[config.mk]
export PLATFORM = sky130hd
export DESIGN_NAME = dual_adc_interleaved_boxcar_accumulator_top
export DESIGN_NICKNAME = d
export VERILOG_FILES = /design/src/hw/rtl/daiba_pkg.sv /design/src/hw/rtl/daiba_lane.sv /design/src/hw/rtl/daiba_ctrl.sv /design/src/hw/rtl/dual_adc_interleaved_boxcar_accumulator_top.sv
export SDC_FILE = /design/constraint.sdc
export NUM_CORES = 1
export LEC_CHECK = 0
export ABC_AREA = 1
export BUFFER_PORTS_ARGS = -buffer_cell sky130_fd_sc_hd__buf_2
export CAP_MARGIN = 10
export CORE_UTILIZATION = 57
export DETAILED_ROUTE_END_ITERATION = 12
export GPL_TIMING_DRIVEN = 1
export PLACE_DENSITY = 0.82
export SYNTH_ARGS = -nofsm -noshare
export SYNTH_HDL_FRONTEND = slang
export SYNTH_SLANG_ARGS = --single-unit
[constraint.sdc]
create_clock -name clk -period 4.65 [get_ports clk]
set_clock_uncertainty 0.15 [all_clocks]
set_input_delay 0.2325 -clock clk [delete_from_list [all_inputs] [get_ports clk]]
set_output_delay 0.2325 -clock clk [all_outputs]
set_load 0.02 [all_outputs]
[src/hw/rtl/daiba_pkg.sv]
// ----------------------------------------------------------------------------
// daiba_pkg
// Shared types, constants and helpers for the dual-converter boxcar
// accumulator.
// ----------------------------------------------------------------------------
package daiba_pkg;

    // Frame length in sample slots (valid range 2..1024)
    localparam int FRAME_LEN = 32;
    localparam int SLOT_W    = $clog2(FRAME_LEN);
    localparam int CNT_W     = SLOT_W + 1;

    localparam int SAMPLE_W = 12;
    localparam int SUM_W    = 16;
    localparam int CHAN_W   = 5;
    localparam int LEVEL_W  = 2;
    localparam int IDX_W    = 2;

    localparam int IN_DATA_W  = 24;
    localparam int OUT_DATA_W = 80;

    typedef enum logic [IDX_W-1:0] {
        REG_A_FIRST  = 2'd0,
        REG_A_SECOND = 2'd1,
        REG_B_FIRST  = 2'd2,
        REG_B_SECOND = 2'd3
    } reg_idx_t;

    typedef enum logic [LEVEL_W-1:0] {
        LVL_IDLE   = 2'd0,
        LVL_FIRST  = 2'd1,
        LVL_ALL    = 2'd2,
        LVL_UNUSED = 2'd3
    } level_t;

    // Per-word control broadcast from the sequencer to both lanes
    typedef struct packed {
        logic tick;          // accepted sample word
        logic add_second;    // odd slot: add into second sum
        logic dump_first;    // clear first sum
        logic latch_first;   // copy first sum to its total
        logic dump_second;   // clear second sum
        logic latch_second;  // copy second sum to its total
    } lane_ctrl_t;

    typedef struct packed {
        logic [SUM_W-1:0] second;
        logic [SUM_W-1:0] first;
    } lane_totals_t;

    function automatic logic [SUM_W-1:0] sat_add(
        input logic [SUM_W-1:0]    acc,
        input logic [SAMPLE_W-1:0] v
    );
        logic [SUM_W:0] s;
        s = {1'b0, acc} + {{(SUM_W + 1 - SAMPLE_W){1'b0}}, v};
        return s[SUM_W] ? {SUM_W{1'b1}} : s[SUM_W-1:0];
    endfunction

endpackage

[src/hw/rtl/daiba_lane.sv]
// ----------------------------------------------------------------------------
// daiba_lane
// One converter lane: even/odd running sums with saturation and the latched
// frame totals.
// ----------------------------------------------------------------------------
module daiba_lane (
    input  logic                         clk,
    input  logic                         rst_n,
    input  daiba_pkg::lane_ctrl_t        ctrl,
    input  logic [daiba_pkg::SAMPLE_W-1:0] sample,
    output daiba_pkg::lane_totals_t      totals_next
);
    import daiba_pkg::*;

    logic [SUM_W-1:0] sum_first_reg, sum_first_next;
    logic [SUM_W-1:0] sum_second_reg, sum_second_next;
    lane_totals_t     totals_reg;
    logic [SUM_W-1:0] first_upd;
    logic [SUM_W-1:0] second_upd;

    always_comb
    begin
        first_upd  = sum_first_reg;
        second_upd = sum_second_reg;
        if (ctrl.tick && !ctrl.add_second)
        begin
            first_upd = sat_add(sum_first_reg, sample);
        end
        if (ctrl.tick && ctrl.add_second)
        begin
            second_upd = sat_add(sum_second_reg, sample);
        end

        sum_first_next  = ctrl.dump_first  ? '0 : first_upd;
        sum_second_next = ctrl.dump_second ? '0 : second_upd;

        // Totals take the sum including this word's sample
        totals_next = totals_reg;
        if (ctrl.latch_first)
        begin
            totals_next.first = first_upd;
        end
        if (ctrl.latch_second)
        begin
            totals_next.second = second_upd;
        end
    end

    always_ff @(posedge clk or negedge rst_n)
    begin
        if (!rst_n)
        begin
            sum_first_reg  <= '0;
            sum_second_reg <= '0;
            totals_reg     <= '0;
        end
        else
        begin
            sum_first_reg  <= sum_first_next;
            sum_second_reg <= sum_second_next;
            totals_reg     <= totals_next;
        end
    end

endmodule

[src/hw/rtl/daiba_ctrl.sv]
// ----------------------------------------------------------------------------
// daiba_ctrl
// Slot sequencer: channel registers, slot counter, channel toggle and the
// ready-level handshake.
// ----------------------------------------------------------------------------
module daiba_ctrl (
    input  logic                          clk,
    input  logic                          rst_n,
    input  logic                          cfg_we,
    input  logic [daiba_pkg::IDX_W-1:0]   cfg_index,
    input  logic [daiba_pkg::CHAN_W-1:0]  cfg_wdata,
    input  logic                          fire,
    input  logic                          ack,
    output daiba_pkg::lane_ctrl_t         ctrl,
    output logic [daiba_pkg::CHAN_W-1:0]  next_chan_a,
    output logic [daiba_pkg::CHAN_W-1:0]  next_chan_b,
    output daiba_pkg::level_t             level_next
);
    import daiba_pkg::*;

    localparam logic [CNT_W-1:0] LAST_SLOT = CNT_W'(FRAME_LEN - 1);
    localparam logic [CNT_W-1:0] WRAP_SLOT = CNT_W'(FRAME_LEN);

    logic [CHAN_W-1:0] chan_a_first_reg, chan_a_second_reg;
    logic [CHAN_W-1:0] chan_b_first_reg, chan_b_second_reg;
    logic [SLOT_W-1:0] slot_reg, slot_next;
    logic              toggle_reg, toggle_next;
    level_t            level_reg;
    logic [CNT_W-1:0]  slot_inc;

    always_comb
    begin
        ctrl        = '0;
        slot_next   = slot_reg;
        toggle_next = toggle_reg;
        level_next  = level_reg;
        slot_inc    = {1'b0, slot_reg} + CNT_W'(1);

        if (fire && ack)
        begin
            level_next = LVL_IDLE;
        end
        else if (fire)
        begin
            ctrl.tick       = 1'b1;
            ctrl.add_second = slot_reg[0];
            toggle_next     = !slot_reg[0];
            slot_next       = slot_inc[SLOT_W-1:0];
            if (slot_inc == LAST_SLOT)
            begin
                ctrl.dump_first  = 1'b1;
                ctrl.latch_first = (level_reg == LVL_IDLE);
                if (level_reg == LVL_IDLE)
                begin
                    level_next = LVL_FIRST;
                end
            end
            else if (slot_inc == WRAP_SLOT)
            begin
                slot_next         = '0;
                ctrl.dump_second  = 1'b1;
                ctrl.latch_second = (level_reg == LVL_FIRST);
                if (level_reg == LVL_FIRST)
                begin
                    level_next = LVL_ALL;
                end
            end
        end

        next_chan_a = toggle_next ? chan_a_second_reg : chan_a_first_reg;
        next_chan_b = toggle_next ? chan_b_second_reg : chan_b_first_reg;
    end

    always_ff @(posedge clk or negedge rst_n)
    begin
        if (!rst_n)
        begin
            chan_a_first_reg  <= CHAN_W'(0);
            chan_a_second_reg <= CHAN_W'(1);
            chan_b_first_reg  <= CHAN_W'(0);
            chan_b_second_reg <= CHAN_W'(1);
        end
        else if (cfg_we)
        begin
            unique case (reg_idx_t'(cfg_index))
                REG_A_FIRST:  chan_a_first_reg  <= cfg_wdata;
                REG_A_SECOND: chan_a_second_reg <= cfg_wdata;
                REG_B_FIRST:  chan_b_first_reg  <= cfg_wdata;
                REG_B_SECOND: chan_b_second_reg <= cfg_wdata;
                default:      chan_a_first_reg  <= chan_a_first_reg;
            endcase
        end
    end

    always_ff @(posedge clk or negedge rst_n)
    begin
        if (!rst_n)
        begin
            slot_reg   <= '0;
            toggle_reg <= 1'b0;
            level_reg  <= LVL_IDLE;
        end
        else
        begin
            slot_reg   <= slot_next;
            toggle_reg <= toggle_next;
            level_reg  <= level_next;
        end
    end

endmodule

[src/hw/rtl/dual_adc_interleaved_boxcar_accumulator_top.sv]
// ----------------------------------------------------------------------------
// dual_adc_interleaved_boxcar_accumulator_top
// Two-lane integrate-and-dump accumulator for a pair of 12-bit converters.
//
//   Group    Dir  Width  Carries
//   in_*     in   24+1   sample word (samples) or acknowledge word (tuser)
//   out_*    out  80     channels, ready level and four frame totals
//   cfg_*    in   2+5    channel register writes
//
// One word is accepted per cycle unless stalled; each yields one result word
// in the output register on the following cycle. The lanes and sequencer
// update in the same cycle as the accept, so back-to-back words see no bubble.
// Reset clears all sums, totals, the slot counter and the ready level.
// A stalled output holds the result and in_tready drops until it is taken.
// ----------------------------------------------------------------------------
module dual_adc_interleaved_boxcar_accumulator_top (
    input  logic                              clk,
    input  logic                              rst_n,
    input  logic                              cfg_we,
    input  logic [daiba_pkg::IDX_W-1:0]       cfg_index,
    input  logic [daiba_pkg::CHAN_W-1:0]      cfg_wdata,
    input  logic                              in_tvalid,
    output logic                              in_tready,
    // sample_a[11:0], sample_b[23:12]
    input  logic [daiba_pkg::IN_DATA_W-1:0]   in_tdata,
    // req_type[0]
    input  logic                              in_tuser,
    output logic                              out_tvalid,
    input  logic                              out_tready,
    // next_chan_a[4:0], next_chan_b[9:5], ready_level[11:10],
    // total_a_first[27:12], total_a_second[43:28],
    // total_b_first[59:44], total_b_second[75:60], zero pad [79:76]
    output logic [daiba_pkg::OUT_DATA_W-1:0]  out_tdata
);
    import daiba_pkg::*;

    logic              fire;
    lane_ctrl_t        ctrl;
    lane_totals_t      totals_a, totals_b;
    logic [CHAN_W-1:0] next_chan_a, next_chan_b;
    level_t            level_next;
    logic              out_valid_reg, out_valid_next;
    logic [OUT_DATA_W-1:0] out_data_reg;

    assign in_tready = !out_valid_reg || out_tready;
    assign fire      = in_tvalid && in_tready;

    daiba_ctrl u_ctrl (
        .clk         (clk),
        .rst_n       (rst_n),
        .cfg_we      (cfg_we),
        .cfg_index   (cfg_index),
        .cfg_wdata   (cfg_wdata),
        .fire        (fire),
        .ack         (in_tuser),
        .ctrl        (ctrl),
        .next_chan_a (next_chan_a),
        .next_chan_b (next_chan_b),
        .level_next  (level_next)
    );

    daiba_lane u_lane_a (
        .clk         (clk),
        .rst_n       (rst_n),
        .ctrl        (ctrl),
        .sample      (in_tdata[SAMPLE_W-1:0]),
        .totals_next (totals_a)
    );

    daiba_lane u_lane_b (
        .clk         (clk),
        .rst_n       (rst_n),
        .ctrl        (ctrl),
        .sample      (in_tdata[2*SAMPLE_W-1:SAMPLE_W]),
        .totals_next (totals_b)
    );

    always_comb
    begin
        out_valid_next = out_valid_reg;
        if (fire)
        begin
            out_valid_next = 1'b1;
        end
        else if (out_tready)
        begin
            out_valid_next = 1'b0;
        end
    end

    always_ff @(posedge clk or negedge rst_n)
    begin
        if (!rst_n)
        begin
            out_valid_reg <= 1'b0;
        end
        else
        begin
            out_valid_reg <= out_valid_next;
        end
    end

    // Merge both lanes and the sequencer into one result word
    always_ff @(posedge clk)
    begin
        if (fire)
        begin
            out_data_reg <= {4'b0000,
                             totals_b.second, totals_b.first,
                             totals_a.second, totals_a.first,
                             level_next, next_chan_b, next_chan_a};
        end
    end

    assign out_tvalid = out_valid_reg;
    assign out_tdata  = out_data_reg;

endmodule

---- After elaboration in Yosys (flattened, before gate mapping) ----
Cells that the tools add are included.
word-level totals
  logic and storage cells ................. 80
  register bits ........................... 233
  input bits .............................. 37
  output and inout port bits .............. 82
cells by class
  multiplexer cells ....................... 35
  $add $sub $neg .......................... 5
  equality and inequality tests ........... 6
  bitwise operators ....................... 1
  reductions and logical operators ........ 16
operator list
  operator                                        count
  two-way mux 16 bit                              16
  adder 16 x 12 -> 17 bit                         4
  two-way mux 5 bit                               4
  two-way mux 2 bit                               9
  two-way mux 6 bit                               2
  AND reduction 2 bit                             5
  adder 5 x 1 -> 6 bit (second input constant)    1
  == test 6 x 5 -> 1 bit (second input constant)  1
  == test 6 bit (second input constant)           1
  == test 2 x 1 -> 1 bit (second input constant)  2
  == test 2 bit (second input constant)           2
  logical AND 1 bit                               4
  zero test 2 bit                                 2
  two-way mux 1 bit                               4
  zero test 1 bit                                 3
  nonzero test 2 bit                              1
  logical OR 1 bit                                1
  inverter 1 bit                                  1

---- Longest topological paths before layout ----
Gate-level depths: netlist of the first run.
  depth after elaboration ................. 10
  mapped depth ............................ 14
  mapped depth without buffers ............ 13

---- By module ----
A second synthesis of the first run with hierarchy kept.
second synthesis, totals
  cell total of the unflattened synthesis .. 1,600
  area total of the unflattened synthesis .. 12,793.5 sq um
by module, submodules not included
  module                                       sequential area each (sq um)  cells an instance  instances  area each (sq um)
  daiba_lane (u_lane_b)                        1,601.5                       673                1          4,543.1
  daiba_lane (u_lane_a)                        1,601.5                       673                1          4,515.6
  dual_adc_interleaved_boxcar_accumulator_top  2,307.2                       87                 1          2,361.0
  daiba_ctrl                                   703.2                         167                1          1,373.8

---- Least setup slack after synthesis of the first run ----
OpenSTA, ideal clock, no wires.
  path type ............................... reg-to-reg
  from .................................... register out_valid_reg (netlist: out_tvalid)
  to ...................................... register out_data_reg[12] (netlist: out_tdata[12]), data pin
  path buffers ............................ 1
  slack ................................... 1.629 ns
  arrival time ............................ 2.613 ns
  data required time ...................... 4.243 ns
  setup time .............................. 0.257 ns
  cell stages (with the launch flop) ...... 12
  clock period less this slack ............ 3.021 ns
  cells stage by stage .................... dfrtp_1 > nand2_2 > nand2_2 > inv_2 > nand2_4 > nor2_4 > inv_2 > nor2_1 > buf_4 > o21ai_0 > nand3_1 > nand2_1
RTL lines
  element                   line                                                RTL
  start: declaration        dual_adc_interleaved_boxcar_accumulator_top.sv:42   logic out_valid_reg, out_valid_next;
  start signal: assignment  dual_adc_interleaved_boxcar_accumulator_top.sv:99   out_valid_reg <= out_valid_next;
  end signal: assignment    dual_adc_interleaved_boxcar_accumulator_top.sv:108  out_data_reg <= {4'b0000,
  end: declaration          dual_adc_interleaved_boxcar_accumulator_top.sv:43   logic [OUT_DATA_W-1:0] out_data_reg;

==> results of run 1 <==
## stage by stage
step	worst slack, ns	hold slack (ns)
final	1.133	0.07136
after global routing	0.7947	0.1333
after CTS	1.096	0.08765
after detailed placement	1.108	0.07411
after global placement	1.302	0.07889
after floorplan	1.629	-0.2131
## final cells by class
| class | count | area share (%) |
|---|---|---|
| tap | 275 | 2.428 |
| sequential | 233 | 43.84 |
| clock inverter | 11 | 0.9534 |
| multi-input combinational | 1088 | 37.65 |
| antenna | 2 | 0.03531 |
| inverter | 188 | 5.005 |
| timing repair buffer | 131 | 5.147 |
| clock buffer | 34 | 4.944 |
## kinds of logic (layout without fill, tap and decap cells)
group | Yosys count | count (layout) | share of synthesized area [%]
AND/OR/NAND/NOR | 893 | 893 | 30.22
flip-flops | 233 | 233 | 49.84
buffers and inverters | 221 | 364 | 7.438
AO/OA/AOI/OAI | 108 | 108 | 4.768
adder cells (fa/ha/maj) | 54 | 54 | 5.661
XOR/XNOR | 29 | 29 | 2.038
other | 1 | 6 | 0.03008
## layer usage
layer,up-vias,track usage (%),part of all wire (%)
met1,4755,33.72,42
li1,5111,-,-
met5,-,0,0.034
met2,261,47.41,49
met4,2,9.798,3.5
met3,65,4.482,5.1
## report_power, final
group / total (mW) / switching [mW] / leakage, nW / internal, mW
registers: 2.86 / 0.296 / 2.75 / 2.56
logic: 3.20 / 2.02 / 4.38 / 1.18
clock network: 2.02 / 0.799 / 0.410 / 1.22
## worst register-to-register path: stages, from the launching register on
cell and delay [ns]:
dfrtp_1 0.38, nand2_2 0.09, nand2_2 0.10, clkinv_2 0.48, nand2_4 0.18, nor2_4 0.11
buf_4 0.36, inv_2 0.17, nor2_1 0.70, o21ai_0 0.31, nand3_1 0.15, nand2_1 0.10
## worst paths after layout
kind                                                   from  slack [ns]                                 endpoint
max                                  out_tvalid$_DFFE_PN0P_        1.13                  out_tdata[45]$_DFFE_PP_
min                                                   rst_n        0.07        u_lane_b.totals_reg[26]$_DFF_PN0_
max reg2reg                          out_tvalid$_DFFE_PN0P_        1.13                  out_tdata[45]$_DFFE_PP_
min reg2reg                u_lane_a.totals_reg[8]$_DFF_PN0_        0.33         u_lane_a.totals_reg[8]$_DFF_PN0_
max in group asynchronous                             rst_n        3.13     u_lane_a.sum_second_reg[8]$_DFF_PN0_
min in group clk                               cfg_index[1]        0.09  u_ctrl.chan_b_second_reg[0]$_DFFE_PN1P_
## layout by cell type (no fill, tap or decap), drive strengths merged
master	synthesis	routed
fa	4	4
and2	14	14
diode	0	2
nor2	123	123
o211ai	3	3
a21oi	35	35
bufinv	0	3
nand4	15	15
a21boi	4	4
clkbuf	4	34
clkinvlp	0	1
clkinv	0	7
inv	188	188
ha	50	50
xnor2	19	19
edfxtp	76	76
nand3b	1	1
buf	29	121
or2	41	41
dfrtp	155	155
dlygate4sd3	0	10
a31oi	1	1
nor2b	3	3
nand2	577	577
o21ai	61	61
dfstp	2	2
conb	1	4
nor3	4	4
xor2	10	10
nand3	115	115
o22ai	4	4
==> metrics.txt, run 1 <==
Starting Density 58.74%; max reg flops 76; largest net degree at the start of global routing 57; fill count 1747; synth warn 0; Relative slew margins 42.04%; vias in the first global route 9915; post-route cell area 14170 um^2; first-pass GRT wire length 47980 um; share of post-route cells with drive strength above 1 13.71%; Die Y-Extent 149.9 um; hold-fix buffers at CTS 10; Syn Inst Count 1539; EDFF count, synth 76; I/O Buffers 114; maximum clock insertion buffer count 3; Reg clk slew, reported paths 0.06 ns; total wire length 29190 um; initial antenna violation count 3; # Post-CTS Setup Buffers 0; total track usage 27.10%; fmax 0.2844 GHz; root buffer cell clkbuf_16; PostCTS Resize Cnt 0; Mapped Area 12470 um^2; Power Density 570.0 nW/um^2; total I/O pin count 119; Post-synth ARST share 67.38%; fin util 66.79%; Final min period 3.517 ns; Row Count 53; crit path launch type register; Min-Delay Path Class input port to async pin; Antenna Nets Post-Route 0; critical path type register to register; highest-delay cell along the critical path nor2_1; top-count cell post-synth nand2_1; final RePlAce weighted congestion 0.9309; DP HPWL 21060 um; RSZ-0062 raised after global routing false; Arr. time, crit path 3.64 ns; sequential-to-total area share from yosys stat 49.84%; Synth top cells by count nand2_1 (573), inv_1 (182), dfrtp_1 (155), nor2_1 (117), nand3_1 (114); area grow syn2layout 13.70%; fin cells 1962; Slew @ Worst Pin 0.8662 ns; Worst VDD drop 0.3651 mV; overall power 8.079 mW; CP Capture Type register; # H-tree levels 1; cell chain of the critical path nand2_2 -> nand2_2 -> clkinv_2 -> nand2_4 -> nor2_4 -> buf_4 -> inv_2 -> nor2_1 -> o21ai_0 -> nand3_1 -> nand2_1; Synth Area per Inst 8.100 um^2; Skew-Pair Late Insertion Delay 0.52 ns; Critical Path Fanout Max 42; Top delay family on crit path simple AND/OR/NAND/NOR gates; Pins Over Slew Limit 0; routed vias 10190; Seq cells post-synth 233; Hold Vio Cnt, Final 0; Synth area leader dfrtp_1; Final period util 75.63%; Main synth FF type dfrtp_1; Residual DRC 0; Reg area 6213 um^2; CTS Buf Count 25; Leak Pwr 7.540 nW; Worst Reg-to-Reg Cells 11; DR iter-0 viols 636; outcome completed; Final setup violation count 0; CORE AREA 21220 um^2; Die Area 22470 um^2; CP Buf/Inv Count 3; Synth cell types 40; CP peak stage delay 0.70 ns; Die W 149.9 um; Critical Path Stages 11; WL/cell 14.88 um; Synth top area share 31.12%; CTS tree done; max-cap violations 0; required time worst endpoint 4.77 ns; Final TNS setup 0 ns; main area contributors after synthesis dfrtp_1 (31%), edfxtp_1 (18%), nand2_1 (17%), inv_1 (5.5%), ha_1 (5.0%); global route total overflow 0; CP dominant cell by count nand2_2; drt pass-1 iters 6; vias per cell 5.196; placed cell areas 13230 um^2; # clock sinks 233; fin nets 1758; multi-input logic area 5336 um^2; DP Cell Count 1905
Power figures use the tool's default switching activity.
==> inputs of run 2 (changes only) <==
Settings changed: ABC_AREA 1 to 0, PLACE_DENSITY 0.82 to 0.83.
Clock period 4.65 ns to 3.4 ns, I/O delays scaled along.
==> metrics.txt, run 2 <==
WL/cell 17.18 um (+15%); Leak Pwr 5.556 nW (-26%); CP dominant cell by count a21o_1; drt pass-1 iters 5 (-1); Final TNS setup 0 ns (unchanged); critical path type register to register; PostCTS Resize Cnt 0 (unchanged); DP HPWL 16390 um (-22%); CP endpoint out_tdata[41]$_DFFE_PP_; cell chain of the critical path ha_1 -> fa_1 -> a21o_1 -> a21o_1 -> o21ba_2 -> o41ai_1 -> or3_1 -> nor4b_2 -> o31ai_1; Skew-Pair Late Insertion Delay 0.52 ns (about the same); # clock sinks 233 (unchanged); main area contributors after synthesis dfrtp_1 (36%), edfxtp_1 (21%), ha_1 (5.7%), nor2_1 (3.7%), nand2_1 (3.6%); I/O Buffers 114 (unchanged); initial antenna violation count 0 (-3); Syn Inst Count 983 (-36%); register-to-register setup slack 0.20 ns (-0.94 ns); highest-delay cell along the critical path o41ai_1; share of post-route cells with drive strength above 1 20.58% (+6.9 points); Residual DRC 0 (unchanged); Antenna Nets Post-Route 0 (unchanged); Final period util 94.18% (+19 points); total wire length 23630 um (-19%); Critical Path Fanout Max 6 (-86%); max-cap violations 0 (unchanged); placed cell areas 11800 um^2 (-11%); Hold Vio Cnt, Final 0 (unchanged); Power Density 764.8 nW/um^2 (+34%); max reg flops 76 (unchanged); top-count cell post-synth dfrtp_1; global route total overflow 0 (unchanged); routed vias 7983 (-22%); sequential-to-total area share from yosys stat 56.90% (+7.1 points); Critical Path Stages 9 (-2); CTS tree done; Synth Area per Inst 11.11 um^2 (+37%); Post-synth ARST share 67.38% (unchanged); CP peak stage delay 0.48 ns (-0.22 ns); EDFF count, synth 76 (unchanged); Synth cell types 69 (+73%); Main synth FF type dfrtp_1; total I/O pin count 119 (unchanged); Seq cells post-synth 233 (unchanged); required time worst endpoint 3.50 ns (-1.27 ns); synth warn 0 (unchanged); fin nets 1214 (-31%); total track usage 24.82% (-2.3 points); DP Cell Count 1319 (-31%); Die W 140.4 um (-6.3%); Crit. Startpoint u_lane_a.sum_second_reg[0]$_DFF_PN0_; most frequent cells in the layout dfrtp_1 (155), buf_2 (113), nor2_1 (107); Setup WS post-layout 0.1978 ns (-0.9355 ns); post-route cell area 12720 um^2 (-10%); Arr. time, crit path 3.30 ns (-0.34 ns); Row Count 50 (-5.7%); Starting Density 58.18% (-0.56 points); # Post-CTS Setup Buffers 0 (unchanged); Top delay family on crit path compound AO/OA/AOI/OAI gates; Reg clk slew, reported paths 0.06 ns (about the same); Synth top area share 35.52% (+4.4 points); CP Buf/Inv Count 0 (-3); Mapped Area 10920 um^2 (-12%); area grow syn2layout 16.51%; largest net degree at the start of global routing 69 (+21%); most common cell after layout, fill and taps aside dfrtp_1; CTS Buf Count 25 (unchanged); first-pass GRT wire length 39020 um (-19%); r2r endpoint out_tdata[41]$_DFFE_PP_; Reg2Reg Launch Point u_lane_a.sum_second_reg[0]$_DFF_PN0_; RSZ-0062 raised after global routing false; Relative slew margins 38.02% (-4.0 points); vias per cell 5.802 (+12%); Placement Setup Slack 0.2482 ns (-0.8593 ns); Die Y-Extent 140.4 um (-6.3%); # H-tree levels 1 (unchanged); Slew @ Worst Pin 0.9276 ns (+0.06148 ns); Final min period 3.202 ns (-0.3145 ns); fin cells 1376 (-30%); Die Area 19710 um^2 (-12%); Synth area leader dfrtp_1; maximum clock insertion buffer count 3 (unchanged); ant diodes 0 (-2); outcome completed; crit path launch type register; Worst Reg-to-Reg Cells 9 (-2); Final setup violation count 0 (unchanged); Pins Over Slew Limit 0 (unchanged); fmax 0.3123 GHz (+9.8%); Min-Delay Path Class input port to register; CP Capture Type register; vias in the first global route 7860 (-21%); DR iter-0 viols 438 (-31%); Synth top cells by count dfrtp_1 (155), nor2_1 (107), nand2_1 (106), edfxtp_1 (76), o21ai_0 (72); CORE AREA 18770 um^2 (-12%); root buffer cell clkbuf_16; final RePlAce weighted congestion 0.8866 (-4.8%); Worst VDD drop 0.5046 mV (+38%)
-- run 2: cell count changes in the layout (fill, tap and decap cells not counted), moves of 14 or more --
cell and change:
a21o_1 +14, inv_1 -168, mux2_2 +33, nand2_1 -467, nand3_1 -99, nor3_1 +42, o21ai_0 +34, o31ai_1 +16
or2_2 -36
-- run 2: layout make-up --
cell class	count	area (um^2)
timing repair buffer	145	837.1
fill	1405	6046
multi-input combinational	702	4503
sequential	233	6213
inverter	16	60.06
clock inverter	14	143.9
tap	234	292.8
clock buffer	32	671.9
-- run 2: timing repair --
| action | in CTS | in global routing |
|---|---|---|
| endpoints found under the hold margin | 94 | 0 |
| endpoints found under the setup margin | 0 | 0 |
| hold buffers | 11 | 0 |
-- run 2: per-layer routing --
metal  routed length [um]  vias up  part of all wire (%)  track usage [%]
li1                     -     3844                     -                -
met1                10650     3874                    45            33.48
met2                11000      220                    47            40.53
met3                 1478       45                   6.3            5.402
met4                  504        0                   2.1            7.345
met5                    0        -                     0                0
-- run 2: logic make-up after synthesis --
logic type / synth area share, %
simple gates: 13.70
compound gates: 13.79
flops: 56.90
fa+ha+maj: 6.463
buf+inv: 2.040
mux: 4.182
xor+xnor: 2.888
other cells: 0.03434
-- run 2: how the worst min path moves through the flow --
stage | from | end | slack (ns) | cells past startpoint
2_1_floorplan | rst_n | out_tvalid$_DFFE_PN0P_ | -0.28 | 0
3_3_place_gp | rst_n | u_lane_b.totals_reg[0]$_DFF_PN0_ | 0.07 | 1
3_5_place_dp | rst_n | u_ctrl.chan_a_second_reg[2]$_DFFE_PN0P_ | 0.07 | 1
4_1_cts | cfg_index[1] | u_ctrl.chan_a_first_reg[3]$_DFFE_PN0P_ | 0.002 | 3
5_1_grt | cfg_index[1] | u_ctrl.chan_a_first_reg[1]$_DFFE_PN0P_ | 0.03 | 3
6_report | cfg_index[1] | u_ctrl.chan_a_first_reg[3]$_DFFE_PN0P_ | 0.03 | 3
-- run 2: per-stage QoR --
step	total power [mW]	utilization, %	hold WS [ns]
after floorplan	6.283	-	-0.2756
after global placement	6.930	62.85	0.07084
after detailed placement	7.027	62.85	0.06944
after CTS	9.747	67.79	0.002446
after global routing	10.34	67.79	0.02595
final	9.730	67.79	0.02502
-- run 2: tightest hold or removal path, cell delays in order --
cell and delay, ns:
buf_2 0.11, nor3b_1 0.13, mux2_2 0.25
-- run 2: where the power goes --
group	total, mW	internal (mW)	switching [mW]
Clock	2.66	1.56	1.10
Combinational	3.30	1.43	1.87
Sequential	3.76	3.41	0.355
==> inputs of run 3 (changes only) <==
Settings changed: CELL_PAD_IN_SITES_DETAIL_PLACEMENT set to 2, CELL_PAD_IN_SITES_GLOBAL_PLACEMENT set to 2, CORE_UTILIZATION 57 to 39, PLACE_DENSITY 0.83 to 0.85.
==> metrics.txt, run 3 (synthesized netlist as in run 2, its figures left out) <==
outcome completed; Worst Reg-to-Reg Cells 9 (unchanged); Residual DRC 0 (unchanged); Slew @ Worst Pin 0.9639 ns (+0.03623 ns); Starting Density 40.18% (-18 points); Final TNS setup 0 ns (unchanged); most common cell after layout, fill and taps aside dfrtp_1; vias per cell 5.438 (-6.3%); Final min period 3.244 ns (+0.04164 ns); routed vias 8276 (+3.7%); required time worst endpoint 3.54 ns (+0.04 ns); DR iter-0 viols 298 (-32%); fin cells 1522 (+11%); I/O Buffers 114 (unchanged); first-pass GRT wire length 52320 um (+34%); Hold Path Depth 3 (unchanged); WL/cell 21.28 um (+24%); max-cap violations 0 (unchanged); CP Capture Type register; multi-input logic area 4528 um^2 (+0.56%); Arr. time, crit path 3.38 ns (+0.08 ns); Die Y-Extent 169.3 um (+21%); vias in the first global route 9353 (+19%); Relative slew margins 35.60% (-2.4 points); # clock sinks 233 (unchanged); Hold Vio Cnt, Final 0 (unchanged); Leak Pwr 5.640 nW (+1.5%); CP peak stage delay 0.46 ns (-0.02 ns); largest net degree at the start of global routing 83 (+20%); Die Area 28670 um^2 (+45%); Reg clk slew, reported paths 0.06 ns (about the same); share of post-route cells with drive strength above 1 21.58% (+1.0 points); Critical Path Fanout Max 3 (-3); Row Count 60 (+20%); DP Cell Count 1462 (+11%); DP HPWL 22150 um (+35%); cell chain of the critical path ha_1 -> fa_1 -> a21o_1 -> a311o_1 -> a22o_1 -> o21ai_2 -> o21ai_2 -> or3b_1 -> mux2_4; most frequent cells in the layout dfrtp_1 (155), buf_2 (113), nor2_1 (107); maximum clock insertion buffer count 3 (unchanged); Min-Delay Path Class input port to register; highest-delay cell along the critical path fa_1; CORE AREA 27180 um^2 (+45%); fill count 2810 (+100%); Skew-Pair Late Insertion Delay 0.54 ns (+0.02 ns); fmax 0.3083 GHz (-1.3%); crit path launch type register; area grow syn2layout 19.70%; Final setup violation count 0 (unchanged); Final period util 95.41% (+1.2 points); Antenna Nets Post-Route 0 (unchanged); initial antenna violation count 1 (+1); critical path type register to register; # H-tree levels 1 (unchanged); Die W 169.3 um (+21%); # Post-CTS Setup Buffers 0 (unchanged); Reg area 6213 um^2 (unchanged); root buffer cell clkbuf_16; global route total overflow 0 (unchanged); Pins Over Slew Limit 0 (unchanged); drt pass-1 iters 6 (+1); max reg flops 76 (unchanged); total I/O pin count 119 (unchanged); final RePlAce weighted congestion 0.8043 (-9.3%); CTS Buf Count 26 (+4.0%); fin nets 1220 (+0.49%); total wire length 32390 um (+37%); Power Density 792.5 nW/um^2 (+3.6%); Worst VDD drop 0.3676 mV (-27%); fin util 48.09% (-20 points); total track usage 23.22% (-1.6 points); CTS tree done; CP dominant cell by count o21ai_2; RSZ-0062 raised after global routing false
run 3: final timing paths:
kind / startpoint / end / slack [ns]
setup / recovery: u_lane_b.sum_second_reg[0]$_DFF_PN0_ / out_tdata[68]$_DFFE_PP_ / 0.16
hold / removal: cfg_index[1] / u_ctrl.chan_a_first_reg[3]$_DFFE_PN0P_ / 0.03
setup reg to reg: u_lane_b.sum_second_reg[0]$_DFF_PN0_ / out_tdata[68]$_DFFE_PP_ / 0.16
hold reg to reg: u_lane_b.totals_reg[11]$_DFF_PN0_ / u_lane_b.totals_reg[11]$_DFF_PN0_ / 0.34
max in group asynchronous: rst_n / u_ctrl.chan_a_second_reg[0]$_DFFE_PN1P_ / 2.09
min in group asynchronous: rst_n / u_lane_b.sum_first_reg[0]$_DFF_PN0_ / 0.11
run 3: report_power, final:
group	switching, mW	internal (mW)	leakage, nW
registers	0.392	3.41	2.72
clock network	1.18	1.78	0.447
logic	2.13	1.47	2.47
run 3: final cells by class:
cell class                 instances  area share, %
tap                              372          3.561
clock inverter                    11         0.9190
inverter                          16         0.4595
timing repair buffer             150          6.787
sequential                       233          47.54
multi-input combinational        702          34.64
clock buffer                      37          6.069
antenna                            1        0.01915
run 3: worst max-delay path: cells and delay by family (launching register included):
kind / cells / cell delay, ns
adders and majority gates: 2 / 0.69
DFF: 1 / 0.40
muxes: 1 / 0.28
and+or+nand+nor: 1 / 0.40
AOI/OAI and AO/OA: 5 / 1.08
run 3: stage by stage:
step | setup WS, ns | power, mW | instance area (um^2) | hold slack [ns]
2_1_floorplan | 0.3203 | 6.283 | 10930 | -0.2756
3_3_place_gp | 0.2636 | 7.037 | 12020 | 0.1441
3_5_place_dp | 0.1112 | 7.289 | 12020 | 0.1511
4_1_cts | 0.08274 | 10.40 | 13050 | 0.003159
5_1_grt | 0.03316 | 10.96 | 13070 | 0.04839
6_report | 0.1561 | 10.36 | 13070 | 0.02974
run 3: timing repair:
action	in CTS	in global routing
hold endpoints to repair	107	0
gates resized for setup	0	2
endpoints found under the setup margin	0	6
hold buffers	11	0
run 3: per-layer routing:
metal / GRT usage (%) / up-vias / part of all wire, %
li1: - / 3843 / -
met3: 4.081 / 52 / 5.1
met4: 6.816 / 0 / 2.4
met1: 29.27 / 4217 / 43
met5: 0 / - / 0
met2: 40.69 / 164 / 50
